==> src/design/mrf_pkg.sv <==
// Shared types and constants for the multiplicative range fold block.
// Used by multiplicative_range_fold and mrf_div; no dependencies.
`default_nettype none
package mrf_pkg;

  localparam int DataW        = 32;
  localparam int CfgIdxW      = 2;
  localparam int MaxStepsDef  = 1024;
  localparam int FracBitsDef  = 16;

  typedef struct packed {
    logic start;
    logic step;
  } div_ctrl_t;

endpackage
`default_nettype wire

==> src/design/mrf_div.sv <==
// Bit-serial restoring divider: quotient of a fixed-point shifted value by the step factor.
// One quotient bit per step beat from the sequencer; depends on mrf_pkg.
`default_nettype none
module mrf_div #(
  parameter int FRAC_BITS = mrf_pkg::FracBitsDef
) (
  input  wire                         clk_i,
  input  wire                         rst_ni,
  input  wire mrf_pkg::div_ctrl_t     ctrl_i,
  input  wire [mrf_pkg::DataW-1:0]    value_i,
  input  wire [mrf_pkg::DataW-1:0]    divisor_i,
  output logic [mrf_pkg::DataW-1:0]   quotient_o,
  output logic                        last_o
);
  import mrf_pkg::*;

  localparam int DivW = DataW + FRAC_BITS;
  localparam int CntW = $clog2(DivW);

  logic [DivW-1:0]  dq_q, dq_d;
  logic [DataW-1:0] rem_q, rem_d;
  logic [CntW-1:0]  cnt_q, cnt_d;
  logic [DataW:0]   rem_sh;
  logic [DataW:0]   rem_sub;
  logic             ge;

  assign rem_sh  = {rem_q, dq_q[DivW-1]};
  assign rem_sub = rem_sh - {1'b0, divisor_i};
  assign ge      = rem_sh >= {1'b0, divisor_i};

  always_comb begin
    dq_d  = dq_q;
    rem_d = rem_q;
    cnt_d = cnt_q;
    if (ctrl_i.start) begin
      dq_d  = {value_i, {FRAC_BITS{1'b0}}};
      rem_d = '0;
      cnt_d = '0;
    end else if (ctrl_i.step) begin
      dq_d  = {dq_q[DivW-2:0], ge};
      rem_d = ge ? rem_sub[DataW-1:0] : rem_sh[DataW-1:0];
      cnt_d = cnt_q + 1'b1;
    end
  end

  always_ff @(posedge clk_i or negedge rst_ni) begin
    if (!rst_ni) begin
      cnt_q <= '0;
    end else begin
      cnt_q <= cnt_d;
    end
  end

  always_ff @(posedge clk_i) begin
    dq_q  <= dq_d;
    rem_q <= rem_d;
  end

  assign quotient_o = dq_q[DataW-1:0];
  assign last_o     = cnt_q == CntW'(DivW - 1);

endmodule
`default_nettype wire

==> src/design/multiplicative_range_fold.sv <==
// Top level of the multiplicative range fold: stream ports, settings, microcoded sequencer.
// Depends on mrf_pkg and mrf_div.
//
// One sample is folded at a time. A rejected sample (zero or negative) goes straight to output.
// Otherwise each divide step runs through the bit-serial divider, and each multiply step
// goes through the registered multiplier; each sample also passes setup, tests and output.
// At most MAX_STEPS steps are done per sample, after which cap_reached is raised. The input
// accepts a new sample as soon as the sequencer is back at its idle step, even while the
// previous result waits in the output register.
`default_nettype none
module multiplicative_range_fold #(
  parameter int MAX_STEPS = mrf_pkg::MaxStepsDef,
  parameter int FRAC_BITS = mrf_pkg::FracBitsDef
) (
  input  wire                          clk_i,
  input  wire                          rst_ni,
  input  wire                          s_axis_tvalid,
  output logic                         s_axis_tready,
  input  wire [mrf_pkg::DataW-1:0]     s_axis_tdata,   // [31:0] sample_in
  output logic                         m_axis_tvalid,
  input  wire                          m_axis_tready,
  output logic [mrf_pkg::DataW-1:0]    m_axis_tdata,   // [31:0] folded
  output logic [1:0]                   m_axis_tuser,   // [0] rejected, [1] cap_reached
  input  wire                          cfg_valid_i,
  output logic                         cfg_ready_o,
  input  wire [mrf_pkg::CfgIdxW-1:0]   cfg_index_i,
  input  wire [mrf_pkg::DataW-1:0]     cfg_data_i
);
  import mrf_pkg::*;

  localparam int StepW = $clog2(MAX_STEPS + 1);
  localparam int ProdW = 2 * DataW;
  localparam int PW    = ProdW - FRAC_BITS;

  localparam longint FixOneL    = longint'(1) << FRAC_BITS;
  localparam logic [DataW-1:0] FixOne    = DataW'(FixOneL);
  localparam logic [DataW-1:0] FixTenth  = DataW'((FixOneL + 5) / 10);
  localparam logic [DataW-1:0] FixOneTen = DataW'((FixOneL * 11 + 5) / 10);
  localparam logic [StepW-1:0] StepCap   = StepW'(MAX_STEPS);

  localparam logic [CfgIdxW-1:0] RegLower = 2'd0;
  localparam logic [CfgIdxW-1:0] RegUpper = 2'd1;
  localparam logic [CfgIdxW-1:0] RegFactor = 2'd2;

  typedef enum logic [2:0] {
    OP_NOP, OP_LOAD, OP_DIV_START, OP_DIV_STEP, OP_TAKE_Q, OP_MUL, OP_TAKE_P, OP_SET_CAP
  } op_e;

  typedef enum logic [3:0] {
    C_NEVER, C_ALWAYS, C_NO_INPUT, C_REJ, C_LE_HI, C_CAP, C_DIV_BUSY, C_GE_LO, C_NO_GROW,
    C_OUT_BUSY
  } cond_e;

  typedef struct packed {
    op_e        op;
    logic       emit;
    cond_e      cond;
    logic [3:0] target;
  } uword_t;

  localparam logic [3:0] StIdle    = 4'd0;
  localparam logic [3:0] StChkRej  = 4'd1;
  localparam logic [3:0] StDnTest  = 4'd2;
  localparam logic [3:0] StDnCap   = 4'd3;
  localparam logic [3:0] StDivInit = 4'd4;
  localparam logic [3:0] StDivIter = 4'd5;
  localparam logic [3:0] StDivDone = 4'd6;
  localparam logic [3:0] StUpTest  = 4'd7;
  localparam logic [3:0] StMul     = 4'd8;
  localparam logic [3:0] StMulChk  = 4'd9;
  localparam logic [3:0] StUpCap   = 4'd10;
  localparam logic [3:0] StTakeP   = 4'd11;
  localparam logic [3:0] StSetCap  = 4'd12;
  localparam logic [3:0] StEmit    = 4'd13;
  localparam logic [3:0] StReturn  = 4'd14;

  function automatic uword_t rom_word(input logic [3:0] pc);
    uword_t w;
    w = '{op: OP_NOP, emit: 1'b0, cond: C_ALWAYS, target: StIdle};
    case (pc)
      StIdle:    w = '{op: OP_LOAD,      emit: 1'b0, cond: C_NO_INPUT, target: StIdle};
      StChkRej:  w = '{op: OP_NOP,       emit: 1'b0, cond: C_REJ,      target: StEmit};
      StDnTest:  w = '{op: OP_NOP,       emit: 1'b0, cond: C_LE_HI,    target: StUpTest};
      StDnCap:   w = '{op: OP_NOP,       emit: 1'b0, cond: C_CAP,      target: StSetCap};
      StDivInit: w = '{op: OP_DIV_START, emit: 1'b0, cond: C_NEVER,    target: StIdle};
      StDivIter: w = '{op: OP_DIV_STEP,  emit: 1'b0, cond: C_DIV_BUSY, target: StDivIter};
      StDivDone: w = '{op: OP_TAKE_Q,    emit: 1'b0, cond: C_ALWAYS,   target: StDnTest};
      StUpTest:  w = '{op: OP_NOP,       emit: 1'b0, cond: C_GE_LO,    target: StEmit};
      StMul:     w = '{op: OP_MUL,       emit: 1'b0, cond: C_NEVER,    target: StIdle};
      StMulChk:  w = '{op: OP_NOP,       emit: 1'b0, cond: C_NO_GROW,  target: StEmit};
      StUpCap:   w = '{op: OP_NOP,       emit: 1'b0, cond: C_CAP,      target: StSetCap};
      StTakeP:   w = '{op: OP_TAKE_P,    emit: 1'b0, cond: C_ALWAYS,   target: StUpTest};
      StSetCap:  w = '{op: OP_SET_CAP,   emit: 1'b0, cond: C_ALWAYS,   target: StEmit};
      StEmit:    w = '{op: OP_NOP,       emit: 1'b1, cond: C_OUT_BUSY, target: StEmit};
      StReturn:  w = '{op: OP_NOP,       emit: 1'b0, cond: C_ALWAYS,   target: StIdle};
      default:   w = '{op: OP_NOP,       emit: 1'b0, cond: C_ALWAYS,   target: StIdle};
    endcase
    return w;
  endfunction

  logic [DataW-1:0] lower_q, upper_q, factor_q;
  logic [DataW-1:0] lo_eff, hi_eff, fac_eff;
  logic [DataW-1:0] lo_q, hi_q, fac_q, v_q;
  logic [ProdW-1:0] prod_q;
  logic [StepW-1:0] steps_q;
  logic             rej_q, cap_q;
  logic [3:0]       pc_q, pc_d;
  logic             m_valid_q;
  logic [DataW-1:0] m_data_q;
  logic [1:0]       m_user_q;

  uword_t           uw;
  logic             jump;
  logic             in_fire, out_busy, raw_rej;
  logic [PW-1:0]    p_w;
  logic [DataW-1:0] quotient;
  logic             div_last;
  div_ctrl_t        div_ctrl;

  assign uw       = rom_word(pc_q);
  assign in_fire  = s_axis_tvalid && s_axis_tready;
  assign out_busy = m_valid_q && !m_axis_tready;
  assign raw_rej  = (s_axis_tdata == '0) || s_axis_tdata[DataW-1];
  assign p_w      = prod_q[ProdW-1:FRAC_BITS];

  assign lo_eff  = (lower_q == '0) ? FixTenth : lower_q;
  assign hi_eff  = (upper_q < lo_eff) ? lo_eff : upper_q;
  assign fac_eff = (factor_q <= FixOne) ? FixOneTen : factor_q;

  assign div_ctrl.start = uw.op == OP_DIV_START;
  assign div_ctrl.step  = uw.op == OP_DIV_STEP;

  mrf_div #(
    .FRAC_BITS(FRAC_BITS)
  ) u_div (
    .clk_i      (clk_i),
    .rst_ni     (rst_ni),
    .ctrl_i     (div_ctrl),
    .value_i    (v_q),
    .divisor_i  (fac_q),
    .quotient_o (quotient),
    .last_o     (div_last)
  );

  always_comb begin
    unique case (uw.cond)
      C_NEVER:    jump = 1'b0;
      C_ALWAYS:   jump = 1'b1;
      C_NO_INPUT: jump = !s_axis_tvalid;
      C_REJ:      jump = rej_q;
      C_LE_HI:    jump = v_q <= hi_q;
      C_CAP:      jump = steps_q >= StepCap;
      C_DIV_BUSY: jump = !div_last;
      C_GE_LO:    jump = v_q >= lo_q;
      C_NO_GROW:  jump = (p_w > PW'(hi_q)) || (p_w <= PW'(v_q));
      C_OUT_BUSY: jump = out_busy;
      default:    jump = 1'b1;
    endcase
    pc_d = jump ? uw.target : pc_q + 4'd1;
  end

  always_ff @(posedge clk_i or negedge rst_ni) begin
    if (!rst_ni) begin
      pc_q      <= StIdle;
      m_valid_q <= 1'b0;
      lower_q   <= FixTenth;
      upper_q   <= FixTenth;
      factor_q  <= FixOneTen;
      steps_q   <= '0;
      rej_q     <= 1'b0;
      cap_q     <= 1'b0;
    end else begin
      pc_q <= pc_d;
      if (cfg_valid_i) begin
        unique case (cfg_index_i)
          RegLower:  lower_q  <= cfg_data_i;
          RegUpper:  upper_q  <= cfg_data_i;
          RegFactor: factor_q <= cfg_data_i;
          default:   ;
        endcase
      end
      if (m_valid_q && m_axis_tready) begin
        m_valid_q <= 1'b0;
      end
      if (uw.emit && !out_busy) begin
        m_valid_q <= 1'b1;
      end
      unique case (uw.op)
        OP_LOAD: begin
          if (in_fire) begin
            steps_q <= '0;
            rej_q   <= raw_rej;
            cap_q   <= 1'b0;
          end
        end
        OP_TAKE_Q, OP_TAKE_P: steps_q <= steps_q + 1'b1;
        OP_SET_CAP:           cap_q   <= 1'b1;
        default:              ;
      endcase
    end
  end

  always_ff @(posedge clk_i) begin
    unique case (uw.op)
      OP_LOAD: begin
        if (in_fire) begin
          v_q   <= raw_rej ? '0 : s_axis_tdata;
          lo_q  <= lo_eff;
          hi_q  <= hi_eff;
          fac_q <= fac_eff;
        end
      end
      OP_TAKE_Q: v_q    <= quotient;
      OP_MUL:    prod_q <= v_q * fac_q;
      OP_TAKE_P: v_q    <= p_w[DataW-1:0];
      default:   ;
    endcase
    if (uw.emit && !out_busy) begin
      m_data_q <= v_q;
      m_user_q <= {cap_q, rej_q};
    end
  end

  assign s_axis_tready = pc_q == StIdle;
  assign cfg_ready_o   = 1'b1;
  assign m_axis_tvalid = m_valid_q;
  assign m_axis_tdata  = m_data_q;
  assign m_axis_tuser  = m_user_q;

endmodule
`default_nettype wire
==> config.mk <==
export PLATFORM = sky130hd
export DESIGN_NAME = multiplicative_range_fold
export DESIGN_NICKNAME = d
export VERILOG_FILES = /design/src/design/mrf_pkg.sv /design/src/design/mrf_div.sv /design/src/design/multiplicative_range_fold.sv
export SDC_FILE = /design/constraint.sdc
export NUM_CORES = 2
export LEC_CHECK = 0
export ABC_AREA = 1
export BUFFER_PORTS_ARGS = -buffer_cell sky130_fd_sc_hd__clkbuf_2
export CORE_MARGIN = 2
export CORE_UTILIZATION = 30
export CTS_CLUSTER_DIAMETER = 50
export DETAILED_ROUTE_END_ITERATION = 10
export SLEW_MARGIN = 10
export SYNTH_ARGS = -nofsm -noshare
export SYNTH_HDL_FRONTEND = slang
export SYNTH_SLANG_ARGS = --single-unit
==> constraint.sdc <==
create_clock -name clk_i -period 8.42 [get_ports clk_i]
set_clock_uncertainty 0.15 [all_clocks]
set_input_delay 1.263 -clock clk_i [delete_from_list [all_inputs] [get_ports clk_i]]
set_output_delay 1.263 -clock clk_i [all_outputs]
set_load 0.02 [all_outputs]
# [Word level (Yosys, flattened, before mapping)]
# Memory sizes are Yosys's and may differ from the RTL's.
# Cells that the tools add are included.
[op_classes] add_sub_neg=4 multipliers=1 order_cmp=8 eq_ne=19 mux=18 reduce_logical=28
[op_table] op="32-bit two-way mux" count=5
[op_table] op="48-bit two-way mux" count=2
[op_table] op="32-bit one-hot mux with 3 select lines" count=1
[op_table] op="32-bit zero test" count=2
[op_table] op="32-bit by 32-bit multiplier with 64-bit output" count=1
[op_table] op="48-bit by 32-bit greater-than comparator with 1-bit output" count=1
[op_table] op="48-bit by 32-bit less-or-equal comparator with 1-bit output" count=1
[op_table] op="33-bit by 32-bit greater-or-equal comparator with 1-bit output" count=1
[op_table] op="32-bit greater-or-equal comparator" count=1
[op_table] op="32-bit by 17-bit less-or-equal comparator with 1-bit output, second input constant" count=1
[op_table] op="32-bit less-or-equal comparator" count=1
[op_table] op="32-bit < comparator" count=1
[op_table] op="32-bit subtractor" count=1
[op_table] op="11-bit one-hot mux with 2 select lines" count=1
[op_table] op="4-bit by 3-bit == test with 1-bit output, second input constant" count=4
[op_table] op="2-bit AND reduction" count=7
[op_table] op="3-bit == test, second input constant" count=4
[op_table] op="6-bit two-way mux" count=2
[op_table] op="11-bit by 1-bit adder with 11-bit output, second input constant" count=1
[op_table] op="11-bit greater-or-equal comparator, second input constant" count=1
[op_table] op="11-bit two-way mux" count=1
[op_table] op="1-bit one-hot mux with 9 select lines" count=1
[op_table] op="4-bit by 2-bit == test with 1-bit output, second input constant" count=2
[op_table] op="4-bit == test, second input constant" count=2
[op_table] op="other kinds (19)" count=33
[totals] register_bits=426 mem_bits_ro=192 in_bits=71 output_inout_bits=37 wordCells=98 n_memories=1
[memory_table] name="(no name shown)" words=16 width=12 rd=1 rd_clocked_by_memory_dff=0 write_ports=0 line="multiplicative_range_fold.sv:80" source="case (pc)"

# [Logic depth before layout (Yosys ltp)]
[depth] depth_word=5 depth_mapped=33 mapped_depth_nobuf=31

# [Cells and area by module]
# Synthesis repeated with hierarchy kept, for this count alone.
[unflattened] cells_unflattened=7458 hier_area_um2=58685.0
[modules_own_cells] module="multiplicative_range_fold" instances=1 cells_each=6468 area_per_inst_um2=52051.2 seq_area_each_um2=9186.3
[modules_own_cells] module="mrf_div" instances=1 cells_each=990 area_per_inst_um2=6633.9 seq_area_each_um2=2072.0

# [Worst setup path after synthesis]
# Ideal clock, no wire load.
[synth_path] path_type="flip-flop to flip-flop" from="register v_q[12]" to="register prod_q[40], data pin" setup_ps=260 arrival_time_ps=6525 t_required_ps=8010 path_slack_ps=1485 stages_incl_launch_ff=31 path_buffers=2 synth_period_minus_slack_ps=6935 cell_sequence="edfxtp_1 > clkbuf_1 > clkbuf_1 > nand2_1 > inv_1 > fa_1 > fa_1 > fa_1 > inv_1 > fa_1 > inv_1 > fa_1 > inv_1 > fa_1 > inv_1 > fa_1 > inv_1 > fa_1 > inv_1 > ha_1 > nand2_1 > nor2_1 > nand2_1 > nor3_1 > nand2_1 > nand3_1 > nand2_1 > nand2_1 > nand2_1 > nand2_1 > xor2_1"
[synth_via] elab_chain_cells=1
[synth_rtl] element="start: declaration" line="multiplicative_range_fold.sv:103" source="logic [DataW-1:0] lo_q, hi_q, fac_q, v_q;"
[synth_rtl] element="start signal: assignment" line="multiplicative_range_fold.sv:207" source="v_q <= raw_rej ? '0 : s_axis_tdata;"
[synth_rtl] element="start signal: assignment" line="multiplicative_range_fold.sv:213" source="OP_TAKE_Q: v_q <= quotient;"
[synth_rtl] element="start signal: assignment" line="multiplicative_range_fold.sv:215" source="OP_TAKE_P: v_q <= p_w[DataW-1:0];"
[synth_rtl] element="32-bit by 32-bit multiplier with 64-bit output" line="multiplicative_range_fold.sv:214" source="OP_MUL: prod_q <= v_q * fac_q;"
[synth_rtl] element="end signal: assignment" line="multiplicative_range_fold.sv:214"
[synth_rtl] element="end: declaration" line="multiplicative_range_fold.sv:104" source="logic [ProdW-1:0] prod_q;"
# No other way between the ends.
# A chain may end at the register's enable or synchronous reset.

# [Final worst setup path]
[layout_path] from="register v_q[5]" to="register prod_q[59], data pin"
# The elaborated chain is that of the path after synthesis.

==> key figures <==
Timing
  • Max-slew violations: 0
  • Min cycle time layout: 8.16 ns
  • Fmax: 0.123 GHz
  • Crit share post-route: 96.9%
  • Final TNS setup: 0 ns
  • RSZ-0062 raised after global routing: false
  • Worst-Margin Slew: 1.11 ns
  • # setup viols final: 0
  • Final hold viol count: 0
  • Setup WS post-layout: 0.257 ns
  • Slew headroom: roughly a quarter

Placed design
  • Cell total after placement: 9,782
  • Pre-CTS setup slack: 0.215 ns
  • RD Place Congestion: approximately 0.98
  • Final HPWL DP: about 150 mm
  • IO buf count: 106

Final layout
  • Most common cell after layout, fill and taps aside: inv_1
  • Sequential Area: 11,300 um^2
  • Filler instances: 20,100
  • Layout cells sized above 1: 5.35%
  • Area of the multi-input gates: 37,700 um^2
  • Post-Layout Cell Count: 9,889
  • Synthesis-to-finish area growth: 9.49%
  • Nets: 8,741
  • Most frequent cells in the layout: inv_1, nand2_1, fa_1, ha_1, nor2_1

Global routing
  • Initial antenna violation count: 4
  • Total track usage: 18.1%
  • First-pass GRT wire length: 279 mm
  • Congestion Overflow GR: 0
  • Vias in the first global route: 48,100
  • Pin count of the biggest net entering global routing: 69

Detailed routing
  • Initial drt markers: 3,483
  • Post-Route WL: 176 mm
  • Drt wl/cell: 17.8 um
  • DRT antenna net count: 0
  • Via count: around 46,000
  • Iteration count of the initial detailed-routing pass: 6
  • DRC: 0
  • Via/cell ratio: roughly 4.7

Clocking
  • H-tree levels: 2
  • Root buf cell: clkbuf_16
  • Deepest clock path buffer count: 3
  • Clk slew on worst S/H paths: about 0.060 ns
  • TritonCTS clock tree: yes
  • Hold-fix buffer count after cts: 0
  • # clock sinks: just over 400
  • CTS Buf Count: 55
  • Worst-skew pair later-pin latency: 0.65 ns

Yosys
  • Cell count after synthesis: 7,379
  • Post-synth EDFFs: 242
  • Synth warn: 0
  • Synth Flop Type: edfxtp_1
  • Yosys reg bits: 410
  • Asr flop ratio synth: 29.3%
  • Syn Area/Cell: 7.86 um^2
  • Synth cell types: 56
  • Synthesized Nets: 8,805
  • Sequential share of the synthesized area: 19.4%
  • Syn Std Cell Area: 58,000 um^2

Die
  • Die area: around 200,000 um^2
  • Initial Util: 30.2%
  • Height of the chip: approximately 440 um
  • IO Pins: 108
  • Core ar.: 192,000 um^2
  • Die span in x: 444 um
  • Row count: 161

Job
  • Max cap viols: 0

Worst setup path
  • Worst Setup End Kind: flip-flop
  • WP data required: 8.69 ns
  • Arrival @ worst endpoint: between 8 and 9 ns
  • Crit path kind: reg -> reg
  • Startpoint Class: flip-flop
  • Critical Path Fanout Max: 13

Hold path
  • Worst min-delay path class: reg -> reg

Outcome
  • Status: complete, no violations
-- cell type report --
| type | instances | area share (%) |
|---|---|---|
| inverters | 2036 | 12.0 |
| diodes | 1 | 0.00394 |
| clock buffers | 70 | 2.40 |
| well taps | 2526 | 4.97 |
| flip-flops and latches | 410 | 17.7 |
| repair buffers | 243 | 2.87 |
| clock inverters | 34 | 0.628 |
| multi-input cells | 4569 | 59.4 |
-- sequential cells by signal, indices dropped and copies added (netlist names), 2 cells and up --
signal and cells:
fac_q 32, factor_q 32, hi_q 32, lo_q 32, lower_q 32, m_axis_tdata 32, m_axis_tuser 2, pc_q 4
prod_q 48, steps_q 11, u_div.cnt_q 6, u_div.dq_q 48, u_div.rem_q 32, upper_q 32, v_q 32
-- through the flow --
stage / utilization, % / cell area [um^2] / hold slack, ns
floorplan: - / 58000 / 0.276
global placement: 32.0 / 61600 / 0.306
detailed placement: 32.0 / 61600 / 0.311
CTS: 33.0 / 63500 / 0.323
global route: 33.0 / 63500 / 0.326
finish: 33.0 / 63500 / 0.316
-- repair_timing --
item / 4_1_cts / 5_1_grt
setup endpoints to repair: 0 / 3
endpoints found under the hold margin: 0 / 0
buffers inserted: 0 / 2
gates resized for setup: 0 / 0
-- logic make-up (layout without fill, tap and decap cells) --
logic type	after synthesis	count (layout)	share of synthesized area (%)
simple gates	2604	2604	18.0
fa+ha+maj	1355	1355	40.8
flops	410	410	19.4
compound gates	552	552	5.25
buf+inv	2400	2383	15.7
xor+xnor	57	57	0.860
other cells	1	2	0.00646
-- cell usage after synthesis (27+ instances only) --
| library cell | n | area [um^2] |
|---|---|---|
| ha_1 | 459 | 5740 |
| fa_1 | 896 | 17900 |
| xor2_1 | 48 | 420 |
| nand2_1 | 1938 | 7270 |
| nor3_1 | 36 | 180 |
| nor4_1 | 27 | 169 |
| a21oi_1 | 181 | 906 |
| nand3_1 | 218 | 1090 |
| nor2_1 | 289 | 1080 |
| nand4_1 | 70 | 438 |
| inv_1 | 2028 | 7610 |
| dfxtp_1 | 48 | 961 |
| clkbuf_1 | 328 | 1230 |
| dfrtp_1 | 98 | 2450 |
| o21ai_0 | 251 | 1260 |
| edfxtp_1 | 242 | 7270 |
-- worst max-delay path, stage by stage (launching register included) --
cell,delay [ns]
edfxtp_1,0.84
buf_4,0.35
nand2_1,0.10
fa_1,0.50
inv_1,0.05
fa_1,0.50
inv_1,0.06
fa_1,0.55
inv_1,0.05
fa_1,0.50
fa_1,0.53
fa_1,0.43
fa_1,0.62
fa_1,0.47
ha_1,0.38
a21oi_1,0.25
inv_1,0.06
a31oi_1,0.29
o21ai_0,0.22
a21boi_0,0.54
nor2_1,0.13
nor2_1,0.15
nand2_1,0.07
nand2_1,0.05
nand2_1,0.04
-- routing by layer --
metal | up-vias | GRT usage, % | wire [um]
li1 | 21500 | - | -
met3 | 272 | 2.70 | 12400
met1 | 22900 | 24.5 | 76300
met4 | 2 | 5.83 | 6080
met2 | 1528 | 29.6 | 81300
met5 | - | 0 | 13
-- worst paths after layout --
check	start	cells past startpoint	slack, ns	to
max	v_q[5]	24	0.26	prod_q[59]
min	cap_q	0	0.32	m_axis_tuser[1]
max reg2reg	v_q[5]	24	0.26	prod_q[59]
min reg2reg	cap_q	0	0.32	m_axis_tuser[1]
max in group asynchronous	rst_ni	2	6.27	factor_q[27]
min in group asynchronous	rst_ni	1	0.54	pc_q[2]
Power is not shown: default switching activity piles up to over one toggle a cycle in this logic, so the estimate is an artifact.
